### config.mk
export PLATFORM = sky130hd
export DESIGN_NAME = linear_probe_hash_table_core
export DESIGN_NICKNAME = d
export VERILOG_FILES = /design/src/lpht_pkg.sv /design/src/lpht_dpath.sv /design/src/lpht_ctrl.sv /design/src/linear_probe_hash_table_core.sv
export SDC_FILE = /design/constraint.sdc
export NUM_CORES = 1
export LEC_CHECK = 0
export ABC_CLOCK_PERIOD_IN_PS = 6410
export BUFFER_PORTS_ARGS = -buffer_cell sky130_fd_sc_hd__clkbuf_2
export CAP_MARGIN = 20
export CORE_ASPECT_RATIO = 1.4
export CORE_MARGIN = 1
export CORE_UTILIZATION = 53
export CTS_CLUSTER_SIZE = 25
export DETAILED_ROUTE_END_ITERATION = 6
export GPL_TIMING_DRIVEN = 0
export PLACE_DENSITY_LB_ADDON = 0.25
export SLEW_MARGIN = 20
export SYNTH_ARGS = -nofsm -noshare
export SYNTH_HDL_FRONTEND = slang
export SYNTH_SLANG_ARGS = --single-unit
### constraint.sdc
create_clock -name clock -period 6.41 [get_ports clock]
set_clock_uncertainty 0.2 [all_clocks]
set_input_delay 0.641 -clock clock [delete_from_list [all_inputs] [get_ports clock]]
set_output_delay 0.641 -clock clock [all_outputs]
set_load 0.01 [all_outputs]
### src/lpht_pkg.sv
// Package with shared constants and controller/datapath interface types for the hash table.
`timescale 1ns / 1ps

package lpht_pkg;

   localparam int KEY_W    = 16;
   localparam int STATUS_W = 2;
   localparam int SLOT_W   = 4;
   localparam int COUNT_W  = 5;

   localparam logic OP_INSERT = 1'b0;
   localparam logic OP_SEARCH = 1'b1;

   localparam logic [STATUS_W-1:0] ST_INSERTED = 2'd0;
   localparam logic [STATUS_W-1:0] ST_FULL     = 2'd1;
   localparam logic [STATUS_W-1:0] ST_FOUND    = 2'd2;
   localparam logic [STATUS_W-1:0] ST_MISSING  = 2'd3;

   typedef struct packed {
      logic accept;
      logic hash_step;
      logic start;
      logic probe;
      logic clear_step;
      logic load_rsp;
   } cmd_type;

   typedef struct packed {
      logic hash_last;
      logic clear_last;
      logic probe_done;
   } sts_type;

endpackage

### src/lpht_dpath.sv
// Datapath: key hashing unit, slot memory, probe pointers and result registers.
`timescale 1ns / 1ps

module lpht_dpath #(
   parameter int SLOTS = 16
) (
   input  logic                          clock,
   input  logic                          reset,
   input  lpht_pkg::cmd_type             cmd,
   output lpht_pkg::sts_type             sts,
   input  logic                          req_op,
   input  logic [lpht_pkg::KEY_W-1:0]    req_key,
   output logic [lpht_pkg::STATUS_W-1:0] rsp_status,
   output logic [lpht_pkg::SLOT_W-1:0]   rsp_slot,
   output logic [lpht_pkg::COUNT_W-1:0]  rsp_compare_count
);
   import lpht_pkg::*;

   localparam int PW = (SLOTS > 1) ? $clog2(SLOTS) : 1;
   localparam int CW = $clog2(SLOTS + 2);
   localparam logic [PW-1:0] LAST_POS = PW'(SLOTS - 1);
   localparam logic [CW-1:0] LAST_LAP = CW'(SLOTS - 1);
   localparam bit IS_POW2 = ((SLOTS & (SLOTS - 1)) == 0);

   logic [KEY_W-1:0] key_ff, key_in;
   logic             op_ff, op_in;
   logic [PW-1:0]    home;
   logic             hash_last;

   logic [PW-1:0]    pos_ff, pos_in;
   logic [PW-1:0]    eval_ff, eval_in;
   logic [CW-1:0]    lap_ff, lap_in;

   logic [KEY_W:0]   mem [SLOTS];
   logic [KEY_W:0]   rdata_ff;
   logic [PW-1:0]    raddr;
   logic             we;
   logic [PW-1:0]    waddr;
   logic [KEY_W:0]   wdata;

   logic [STATUS_W-1:0] res_status_ff, res_status_in;
   logic [PW-1:0]       res_slot_ff, res_slot_in;
   logic [CW-1:0]       res_count_ff, res_count_in;

   logic [STATUS_W-1:0] rsp_status_ff;
   logic [SLOT_W-1:0]   rsp_slot_ff;
   logic [COUNT_W-1:0]  rsp_count_ff;
   logic [PW+SLOT_W-1:0]  slot_ext;
   logic [CW+COUNT_W-1:0] count_ext;

   logic             used;
   logic             match;
   logic             lap_last;
   logic             done;
   logic [STATUS_W-1:0] st_now;
   logic [PW-1:0]       slot_now;
   logic [CW-1:0]       count_now;

   function automatic logic [PW-1:0] next_pos(input logic [PW-1:0] p);
      return (p == LAST_POS) ? '0 : p + PW'(1);
   endfunction

   // Home slot: a mask for power-of-two tables, otherwise a reciprocal multiply in the
   // first hashing step and a multiply-back and subtract in the second.
   generate
      if (IS_POW2) begin : g_mask
         assign home      = key_ff[PW-1:0];
         assign hash_last = 1'b1;
      end else begin : g_recip
         // With the shift at KEY_W + PW and the multiplier rounded up, the quotient is exact
         // for every key.
         localparam int SHIFT = KEY_W + PW;
         localparam logic [KEY_W:0] RECIP =
            (KEY_W + 1)'(((64'd1 << SHIFT) + 64'(SLOTS) - 64'd1) / 64'(SLOTS));
         logic [2*KEY_W:0] prod_ff, prod_in;
         logic [KEY_W-1:0] quot;
         logic [PW-1:0]    rem_calc;
         logic [PW-1:0]    rem_ff, rem_in;
         logic             step_ff, step_in;

         assign quot     = KEY_W'(prod_ff >> SHIFT);
         assign rem_calc = PW'(key_ff - KEY_W'(quot * KEY_W'(SLOTS)));

         always_comb begin
            prod_in = prod_ff;
            rem_in  = rem_ff;
            step_in = step_ff;
            if (cmd.accept) begin
               step_in = 1'b0;
            end else if (cmd.hash_step) begin
               if (!step_ff) begin
                  prod_in = (2*KEY_W+1)'(key_ff) * (2*KEY_W+1)'(RECIP);
                  step_in = 1'b1;
               end else begin
                  rem_in = rem_calc;
               end
            end
         end

         always_ff @(posedge clock) begin
            prod_ff <= prod_in;
            rem_ff  <= rem_in;
            step_ff <= step_in;
         end

         assign home      = rem_ff;
         assign hash_last = step_ff;
      end
   endgenerate

   assign key_in = cmd.accept ? req_key : key_ff;
   assign op_in  = cmd.accept ? req_op  : op_ff;

   // Evaluation of the slot whose word is in the read register.
   always_comb begin
      used      = rdata_ff[KEY_W];
      match     = (rdata_ff[KEY_W-1:0] == key_ff);
      lap_last  = (lap_ff == LAST_LAP);
      slot_now  = '0;
      count_now = '0;
      if (op_ff == OP_INSERT) begin
         done   = !used || lap_last;
         st_now = used ? ST_FULL : ST_INSERTED;
         if (!used) begin
            slot_now = eval_ff;
         end
      end else begin
         done = !used || match || lap_last;
         if (used && match) begin
            st_now    = ST_FOUND;
            slot_now  = eval_ff;
            count_now = lap_ff + CW'(1);
         end else if (!used) begin
            st_now    = ST_MISSING;
            count_now = lap_ff + CW'(1);
         end else begin
            // Whole lap of occupied slots without a match.
            st_now    = ST_MISSING;
            count_now = lap_ff + CW'(2);
         end
      end
   end

   always_comb begin
      pos_in  = pos_ff;
      eval_in = eval_ff;
      lap_in  = lap_ff;
      if (cmd.clear_step) begin
         pos_in = next_pos(pos_ff);
      end else if (cmd.start) begin
         pos_in  = next_pos(home);
         eval_in = home;
         lap_in  = '0;
      end else if (cmd.probe) begin
         pos_in  = next_pos(pos_ff);
         eval_in = pos_ff;
         lap_in  = lap_ff + CW'(1);
      end
   end

   assign raddr = cmd.start ? home : pos_ff;

   always_comb begin
      we    = 1'b0;
      waddr = pos_ff;
      wdata = '0;
      if (cmd.clear_step) begin
         we = 1'b1;
      end else if (cmd.probe && op_ff == OP_INSERT && !used) begin
         we    = 1'b1;
         waddr = eval_ff;
         wdata = {1'b1, key_ff};
      end
   end

   always_ff @(posedge clock) begin
      if (we) begin
         mem[waddr] <= wdata;
      end
      rdata_ff <= mem[raddr];
   end

   assign res_status_in = (cmd.probe && done) ? st_now    : res_status_ff;
   assign res_slot_in   = (cmd.probe && done) ? slot_now  : res_slot_ff;
   assign res_count_in  = (cmd.probe && done) ? count_now : res_count_ff;

   assign slot_ext  = {{SLOT_W{1'b0}}, res_slot_ff};
   assign count_ext = {{COUNT_W{1'b0}}, res_count_ff};

   always_ff @(posedge clock) begin
      if (reset) begin
         pos_ff <= '0;
      end else begin
         pos_ff <= pos_in;
      end
      key_ff        <= key_in;
      op_ff         <= op_in;
      eval_ff       <= eval_in;
      lap_ff        <= lap_in;
      res_status_ff <= res_status_in;
      res_slot_ff   <= res_slot_in;
      res_count_ff  <= res_count_in;
      if (cmd.load_rsp) begin
         rsp_status_ff <= res_status_ff;
         rsp_slot_ff   <= slot_ext[SLOT_W-1:0];
         rsp_count_ff  <= count_ext[COUNT_W-1:0];
      end
   end

   assign sts.hash_last  = hash_last;
   assign sts.clear_last = (pos_ff == LAST_POS);
   assign sts.probe_done = done;

   assign rsp_status        = rsp_status_ff;
   assign rsp_slot          = rsp_slot_ff;
   assign rsp_compare_count = rsp_count_ff;

endmodule

### src/lpht_ctrl.sv
// Controller: sequences the clearing pass, hashing, probing and result hand-off.
`timescale 1ns / 1ps

module lpht_ctrl (
   input  logic              clock,
   input  logic              reset,
   input  logic              req_valid,
   output logic              req_stall,
   output logic              rsp_valid,
   input  logic              rsp_stall,
   output lpht_pkg::cmd_type cmd,
   input  lpht_pkg::sts_type sts
);
   import lpht_pkg::*;

   localparam logic [2:0] S_CLEAR  = 3'd0;
   localparam logic [2:0] S_IDLE   = 3'd1;
   localparam logic [2:0] S_HASH   = 3'd2;
   localparam logic [2:0] S_START  = 3'd3;
   localparam logic [2:0] S_PROBE  = 3'd4;
   localparam logic [2:0] S_FINISH = 3'd5;

   logic [2:0] state_ff, state_in;
   logic       rsp_valid_ff, rsp_valid_in;
   logic       out_free;

   assign out_free  = !rsp_valid_ff || !rsp_stall;
   assign req_stall = (state_ff != S_IDLE);

   always_comb begin
      state_in = state_ff;
      cmd      = '0;
      case (state_ff)
         S_CLEAR: begin
            cmd.clear_step = 1'b1;
            if (sts.clear_last) begin
               state_in = S_IDLE;
            end
         end
         S_IDLE: begin
            if (req_valid) begin
               cmd.accept = 1'b1;
               state_in   = S_HASH;
            end
         end
         S_HASH: begin
            cmd.hash_step = 1'b1;
            if (sts.hash_last) begin
               state_in = S_START;
            end
         end
         S_START: begin
            cmd.start = 1'b1;
            state_in  = S_PROBE;
         end
         S_PROBE: begin
            cmd.probe = 1'b1;
            if (sts.probe_done) begin
               state_in = S_FINISH;
            end
         end
         S_FINISH: begin
            // The result waits here until the output register is free.
            if (out_free) begin
               cmd.load_rsp = 1'b1;
               state_in     = S_IDLE;
            end
         end
         default: begin
            state_in = S_CLEAR;
         end
      endcase
   end

   always_comb begin
      rsp_valid_in = rsp_valid_ff;
      if (cmd.load_rsp) begin
         rsp_valid_in = 1'b1;
      end else if (!rsp_stall) begin
         rsp_valid_in = 1'b0;
      end
   end

   always_ff @(posedge clock) begin
      if (reset) begin
         state_ff     <= S_CLEAR;
         rsp_valid_ff <= 1'b0;
      end else begin
         state_ff     <= state_in;
         rsp_valid_ff <= rsp_valid_in;
      end
   end

   assign rsp_valid = rsp_valid_ff;

endmodule

### src/linear_probe_hash_table_core.sv
// Linear-probing hash table: an insert or a search is accepted, hashed (a mask for a power-of-two
// SLOTS, else a reciprocal multiply), then probed at one slot per cycle, 1..SLOTS probes, through
// the single read port of the slot memory, and its result is registered for hand-off.
// One transaction is in flight at a time; a new one is taken while the previous result waits,
// and a stalled result holds the next back.
// After reset a clearing pass empties every slot before the first transaction.
`timescale 1ns / 1ps

module linear_probe_hash_table_core #(
   parameter int SLOTS = 16
) (
   input  logic                          clock,
   input  logic                          reset,
   input  logic                          req_valid,
   output logic                          req_stall,
   input  logic                          req_op,
   input  logic [lpht_pkg::KEY_W-1:0]    req_key,
   output logic                          rsp_valid,
   input  logic                          rsp_stall,
   output logic [lpht_pkg::STATUS_W-1:0] rsp_status,
   output logic [lpht_pkg::SLOT_W-1:0]   rsp_slot,
   output logic [lpht_pkg::COUNT_W-1:0]  rsp_compare_count
);
   import lpht_pkg::*;

   cmd_type cmd;
   sts_type sts;

   lpht_ctrl u_ctrl (
      .clock     (clock),
      .reset     (reset),
      .req_valid (req_valid),
      .req_stall (req_stall),
      .rsp_valid (rsp_valid),
      .rsp_stall (rsp_stall),
      .cmd       (cmd),
      .sts       (sts)
   );

   lpht_dpath #(
      .SLOTS (SLOTS)
   ) u_dpath (
      .clock             (clock),
      .reset             (reset),
      .cmd               (cmd),
      .sts               (sts),
      .req_op            (req_op),
      .req_key           (req_key),
      .rsp_status        (rsp_status),
      .rsp_slot          (rsp_slot),
      .rsp_compare_count (rsp_compare_count)
   );

endmodule

Word level (Yosys, flattened, before mapping)

Memory sizes are Yosys's and may differ from the RTL's. A register that Yosys moved wholly into a read port is not among the register bits.
Cells that the tools add are included.

Register bits: 56
Memory bits (writable): 272
Word-level logic and storage cells: 91
Memories kept: 1

Add/subtract/negate cells: 4
Equal/unequal tests: 15
Multiplexer cells: 40
Bitwise logic cells: 2
Reductions and logical operators: 16

Memory list:

| memory      | words | width | read ports | clocked after Yosys merged registers in | wr ports | RTL line         | RTL |
|---|---|---|---|---|---|---|---|
| u_dpath.mem | 16    | 17    | 1          | 1                                       | 1        | lpht_dpath.sv:34 | `logic [KEY_W:0] mem [SLOTS];` |

Operator list:

| operator                                                                 | number |
|---|---|
| 4-bit 2-to-1 mux                                                         | 13 |
| 17-bit 2-to-1 mux                                                        | 2 |
| 3-bit one-hot mux with 6 select lines                                    | 1 |
| 16-bit equality test                                                     | 1 |
| 1-bit 2-to-1 mux                                                         | 16 |
| 5-bit 2-to-1 mux                                                         | 3 |
| 3-bit 2-to-1 mux                                                         | 4 |
| 4-bit by 1-bit adder with 4-bit output (second input constant)           | 2 |
| 4-bit equality test (second input constant)                              | 2 |
| 3-bit by 2-bit equality test with 1-bit output (second input constant)   | 2 |
| 3-bit equality test (second input constant)                              | 2 |
| 2-bit by 1-bit inequality test with 1-bit output (second input constant) | 3 |
| 5-bit by 1-bit adder with 5-bit output (second input constant)           | 1 |
| 5-bit by 2-bit adder with 5-bit output (second input constant)           | 1 |
| 5-bit by 4-bit equality test with 1-bit output (second input constant)   | 1 |
| 1-bit logical AND                                                        | 4 |
| 1-bit logical OR                                                         | 4 |
| 2-bit inequality test (second input constant)                            | 2 |
| 4-bit AND reduction                                                      | 1 |
| 3-bit by 1-bit equality test with 1-bit output (second input constant)   | 1 |
| 1-bit zero test                                                          | 3 |
| 3-bit zero test                                                          | 1 |
| 3-bit by 1-bit inequality test with 1-bit output (second input constant) | 1 |
| 3-bit nonzero test                                                       | 1 |
| 4 further kinds                                                          | 5 |

Depth between registers and ports, before layout

Depth after elaboration: 8
Gate-level depth with buffers: 9
Mapped depth without buffers: 5

By module

Synthesis repeated with hierarchy kept, for this count alone.

Cell total of the unflattened synthesis: 697
Area total of the unflattened synthesis: 13419.1 um^2

By module, submodules not included:

| module     | instances | cells an instance | area each (um^2) | sequential area each (um^2) |
|---|---|---|---|---|
| lpht_dpath | 1         | 662               | 13143.9          | 10029.6 |
| lpht_ctrl  | 1         | 35                | 275.3            | 80.1 |

Worst setup path before layout

No wires, ideal clock.

Path kind: register to register
Start point: reg u_ctrl.state_ff[2]
End point: mem u_dpath.mem[0][0] (netlist name), enable pin
Data arrival time: 2.546 ns
Data required time: 5.819 ns
Setup slack: 3.273 ns
Stages on the path, launching flop included: 7
Period minus slack after synthesis: 3.137 ns
Cell sequence: dfxtp_1 -> clkbuf_1 -> or3b_1 -> nor3_2 -> clkbuf_1 -> a31oi_1 -> nor2_1

Longest elaborated chain between the ends: 8
Elaborated cells on any way between the ends: 12
Classes of those cells: eq/ne (1); mux (8); reduce/logical (3)

RTL lines:

| item                                   | RTL line          | RTL |
|---|---|---|
| start, declared                        | lpht_ctrl.sv:23   | `logic [2:0] state_ff, state_in;` |
| start signal, assigned                 | lpht_ctrl.sv:89   | `state_ff <= state_in;` |
| 3-bit equality test                    | lpht_ctrl.sv:33   | `case (state_ff)` |
| 1-bit 2-to-1 mux                       | lpht_ctrl.sv:33   |  |
| 1-bit logical AND (2 in a row)         | lpht_dpath.sv:169 | `end else if (cmd.probe && op_ff == OP_INSERT && !used) begin` |
| 1-bit 2-to-1 mux                       | lpht_dpath.sv:169 |  |
| 1-bit 2-to-1 mux                       | lpht_dpath.sv:167 | `if (cmd.clear_step) begin` |
| 1-bit 2-to-1 mux                       | lpht_dpath.sv:177 | `if (we) begin` |
| 1-bit 2-to-1 mux (implied by the code) | lpht_dpath.sv:178 | `mem[waddr] <= wdata;` |
| end, declared                          | lpht_dpath.sv:34  |  |

Parallel ways exist; a longest one is shown, timed or not.

Worst setup path in the final report

Start point: reg u_ctrl.state_ff[2]
End point: mem u_dpath.mem[12][6] (netlist name), enable pin

The elaborated chain is that of the path after synthesis.

==> results by stage <==
GRT:
- The global routing usage summed across all routing layers is between 20% and 30%.
- The wire length of the first global-routing pass is 46.6 mm.
- The remaining global-route overflow is 0.
- The via count of the first global-routing pass was 7893.
- The initial antenna violation count came to 1.
- The maximum number of pins on one net before global-route repair is 26.

CTS:
- In this run the number of H-tree levels came out at 1.
- The clock tree from TritonCTS is built.
- After clock tree synthesis, the setup repair step added 0 buffers.
- After clock tree synthesis, the clock-pin slew on the worst setup and hold paths is 0.06 ns.
- The number of buffers created by CTS is 31.
- The maximum clock path buffer count is 3.
- The cell sitting at the root of the clock tree is a sky130_fd_sc_hd__clkbuf_16.
- At the later pin of the worst-skew pair, clock insertion delay measures 0.56 ns.
- The tree built by TritonCTS fans out to approximately 350 sinks.
- Buffers inserted to repair hold after CTS numbered 0.
- After clock tree synthesis, the repair step resized 0 gates.

Synth:
- The synthesized instance count is 850.
- Among all cell types in the netlist, the one instantiated most often is sky130_fd_sc_hd__edfxtp_1.
- The post-synthesis simple-gate area fraction is between 6 and 7%.
- After synthesis, the mean cell area works out to 16.5 µm².
- The number of synthesized flops with an enable pin is between 300 and 400.
- The synthesized-area fraction occupied by adder cells is less than 1%.
- In this run the biggest area consumer among cell types represents 68.5% of the synthesized area.
- The share of cell area taken by muxes after synthesis is 12.3%.
- The number of warnings printed during yosys synthesis is 0.
- After synthesis, the netlist uses 50 different library cells.
- The XOR/XNOR share of the synthesized area is under 10%.
- The commonest cells after synthesis are 320 x sky130_fd_sc_hd__edfxtp_1, 91 x sky130_fd_sc_hd__mux2i_1, 55 x sky130_fd_sc_hd__nor2_1.
- In the synthesized netlist the dominant register cell turns out to be sky130_fd_sc_hd__edfxtp_1.
- The post-synthesis cell type with the largest combined area is sky130_fd_sc_hd__edfxtp_1.
- In the post-synthesis netlist, the biggest area contributors are sky130_fd_sc_hd__edfxtp_1 69%, sky130_fd_sc_hd__mux2i_1 6.5%, sky130_fd_sc_hd__mux4_2 5.5%.
- The main combinational cell family by area after synthesis is multiplexers.
- The synthesized flop and latch total is 345.
- After synthesis the cells add up to 14000 µm².
- The post-synthesis async set-or-reset flop share is 0%.
- The share of the yosys chip area belonging to registers is between 70% and 80%.
- When the netlist entered floorplanning its net count stood at 876.
- The compound-gate portion of the synthesized area is 5.84%.

STA:
- For this run, the top clock speed supported by timing is 267 MHz.
- Setup repair after global routing left no endpoint under its margin.
- In this run the tightest slew margin relative to its limit is 35.6%.
- The accumulated negative setup slack is 0 ns.
- The final period demand of the worst path is 3.75 ns.
- The final count of negative-setup-slack endpoints is 0.
- The final number of hold-violating endpoints is 0.
- The period utilization is 58.5%.
- The worst hold-check slack is 0.0545 ns.
- The slew at the pin with the worst max-slew slack is 0.966 ns.
- The count of pins over their slew limit is 0.

Drt:
- After detailed routing, the average wire length per cell comes to about 24 µm.
- The final route contains 7692 vias.
- The wire length after detailed routing is 30.4 mm.
- For this run, the detailed router's first-pass iteration total came to 5.
- The number of nets with antenna violations after detailed routing is 0.
- Using the TritonRoute via totals, the vias-per-cell ratio works out to roughly 6.0.
- The DRC violations left is 0.
- The detailed router finished its first iteration with 580 violations.

Power and ir drop:
- The combinational share of power is 6.3%.
- In this run the power spent charging and discharging nets is around 980 µW.
- Power spread over the standard cell area amounts to around 290 nW/µm².
- The analysis attributes to cell leakage a power of ~5.3 nW.
- The internal portion of the total power is 3.64 mW.
- The share of total power dissipated in the clock network is between 30% and 40%.
- The highest ir drop seen on vdd is 172 µV.
- Of the total power, registers draw 54.9%.
- The switching share of power is roughly a fifth.

Setup path:
- In this run the worst path has a maximum fanout of 10.
- The data required time at the worst endpoint is 6.47 ns.
- The arrival time of data at the critical path endpoint is 3.81 ns.
- The worst setup path is of the reg -> reg kind.
- The kind of start point of the critical path is a register.
- The endpoint class of the critical path is a register.

Cells and area:
- For this run, the post-layout net count is ~960.
- The fraction of layout instances using a drive strength above 1 is between 10% and 20%.
- Compared with the post-synthesis result, the final layout area differs by 13.1%.
- The number of filler instances in the final layout is slightly below 2000.
- The repair_antennas step left the layout with diodes totalling 0.

Floorplan:
- The overall die area is 27100 µm².
- The number of top-level design ports is 34.
- The total area inside the core boundary comes to about 26000 µm².
- The die outline width is between 100 and 150 µm.
- The chip height is 194 µm.
- The initial standard-cell utilization of the core is a little over half.
- The number of rows created at floorplan is 70.

Outcome:
- The flow ran to the end, and the final reports show no timing, DRC or antenna violations.

Place:
- The detailed-placement wirelength estimate is 21.8 mm.
- The congestion estimate from routability-driven global placement came to between 0.8 and 0.9.
- The number of port buffers is 32.

Job:
- Max-cap violations in this run came to 0.

Worst hold path:
- The classification of the worst-slack hold path is in -> reg.
-- sequential cells by signal (all words and copies together) (netlist names) --
name	count
u_ctrl.rsp_valid	1
u_ctrl.state_ff	3
u_dpath.eval_ff	4
u_dpath.key_ff	16
u_dpath.lap_ff	5
u_dpath.mem	272
u_dpath.op_ff	1
u_dpath.pos_ff	4
u_dpath.rdata_ff	17
u_dpath.res_count_ff	5
u_dpath.res_slot_ff	4
u_dpath.res_status_ff	2
u_dpath.rsp_compare_count	5
u_dpath.rsp_slot	4
u_dpath.rsp_status	2
-- cells in the final DEF, fill, tap and decap left out, types with 5 or more instances in the layout --
master	n
sky130_fd_sc_hd__and2_1	17
sky130_fd_sc_hd__a22oi_1	35
sky130_fd_sc_hd__xnor2_1	19
sky130_fd_sc_hd__or4_1	18
sky130_fd_sc_hd__clkbuf_1	31
sky130_fd_sc_hd__o22ai_1	34
sky130_fd_sc_hd__a31oi_1	6
sky130_fd_sc_hd__clkbuf_16	31
sky130_fd_sc_hd__mux4_2	34
sky130_fd_sc_hd__nor2b_1	5
sky130_fd_sc_hd__mux2i_1	91
sky130_fd_sc_hd__buf_6	10
sky130_fd_sc_hd__inv_1	11
sky130_fd_sc_hd__nor2_2	17
sky130_fd_sc_hd__nand2_1	36
sky130_fd_sc_hd__clkbuf_2	33
sky130_fd_sc_hd__o21ai_0	7
sky130_fd_sc_hd__ha_1	5
sky130_fd_sc_hd__buf_2	21
sky130_fd_sc_hd__edfxtp_1	320
sky130_fd_sc_hd__dfxtp_1	25
sky130_fd_sc_hd__a21oi_1	27
sky130_fd_sc_hd__nor3b_1	6
sky130_fd_sc_hd__buf_4	6
sky130_fd_sc_hd__nor2_1	38
sky130_fd_sc_hd__clkinv_1	6
sky130_fd_sc_hd__buf_8	7
-- logic make-up (layout without fill, tap and decap cells) --
group                    Yosys count  in the layout
AO/OA/AOI/OAI                    124            124
XOR/XNOR                          21             21
adder cells (fa/ha/maj)            5              5
buffers and inverters             62            172
flip-flops                       345            345
multiplexers                     128            128
AND/OR/NAND/NOR                  165            165
-- per-layer routing --
metal	track usage (%)	wire [µm]	share of wire [%]
met4	8.48	1000	3.3
met2	41.7	16100	53
met3	2.49	1380	4.5
met5	0	0	0
met1	28.1	11900	39
-- power groups by stage --
stage / Combinational (mW) / Sequential (mW) / Clock, mW
2_1_floorplan: 0.194 / 2.57 / 0
3_3_place_gp: 0.276 / 2.58 / 0
3_5_place_dp: 0.292 / 2.58 / 0
4_1_cts: 0.293 / 2.53 / 1.81
5_1_grt: 0.312 / 2.53 / 1.90
6_report: 0.291 / 2.53 / 1.79
-- per-stage QoR --
step | std cells | utilization (%) | total power, mW | worst slack [ns] | instance area (µm²)
CTS | 1283 | 60.7 | 4.63 | 2.68 | 15900
global placement | 1206 | 55.9 | 2.85 | 2.13 | 14600
detailed placement | 1225 | 57.0 | 2.87 | 2.68 | 14900
global route | 1284 | 60.8 | 4.75 | 2.43 | 15900
floorplan | 850 | - | 2.77 | 3.27 | 14000
finish | 1284 | 60.8 | 4.61 | 2.66 | 15900
-- cell type report --
type | instances | area [µm²] | share of cell area [%]
clock buffers | 41 | 813 | 5.13
plain buffers | 51 | 234 | 1.47
multi-input cells | 443 | 3690 | 23.3
flip-flops and latches | 345 | 10100 | 63.7
inverters | 11 | 41.3 | 0.260
clock inverters | 17 | 168 | 1.06
well taps | 324 | 405 | 2.56
repair buffers | 52 | 400 | 2.52
-- worst max-delay path, cell delays in order (launching register included) --
cell	delay (ns)
sky130_fd_sc_hd__dfxtp_1	0.34
sky130_fd_sc_hd__clkbuf_1	0.32
sky130_fd_sc_hd__or3b_1	0.49
sky130_fd_sc_hd__nor3_2	0.46
sky130_fd_sc_hd__clkbuf_1	0.42
sky130_fd_sc_hd__a31oi_1	0.36
sky130_fd_sc_hd__nor2_2	0.63
sky130_fd_sc_hd__buf_8	0.23
-- worst paths after layout --
kind	from	to	slack, ns	cells after the start
hold / removal	req_key[9]	u_dpath.key_ff[9]	0.05	1
hold reg to reg	u_dpath.res_count_ff[4]	u_dpath.rsp_compare_count[4]	0.22	0
setup / recovery	u_ctrl.state_ff[2]	u_dpath.mem[12][6]	2.66	7
setup reg to reg	u_ctrl.state_ff[2]	u_dpath.mem[12][6]	2.66	7
(Power assumes the default switching activity.)
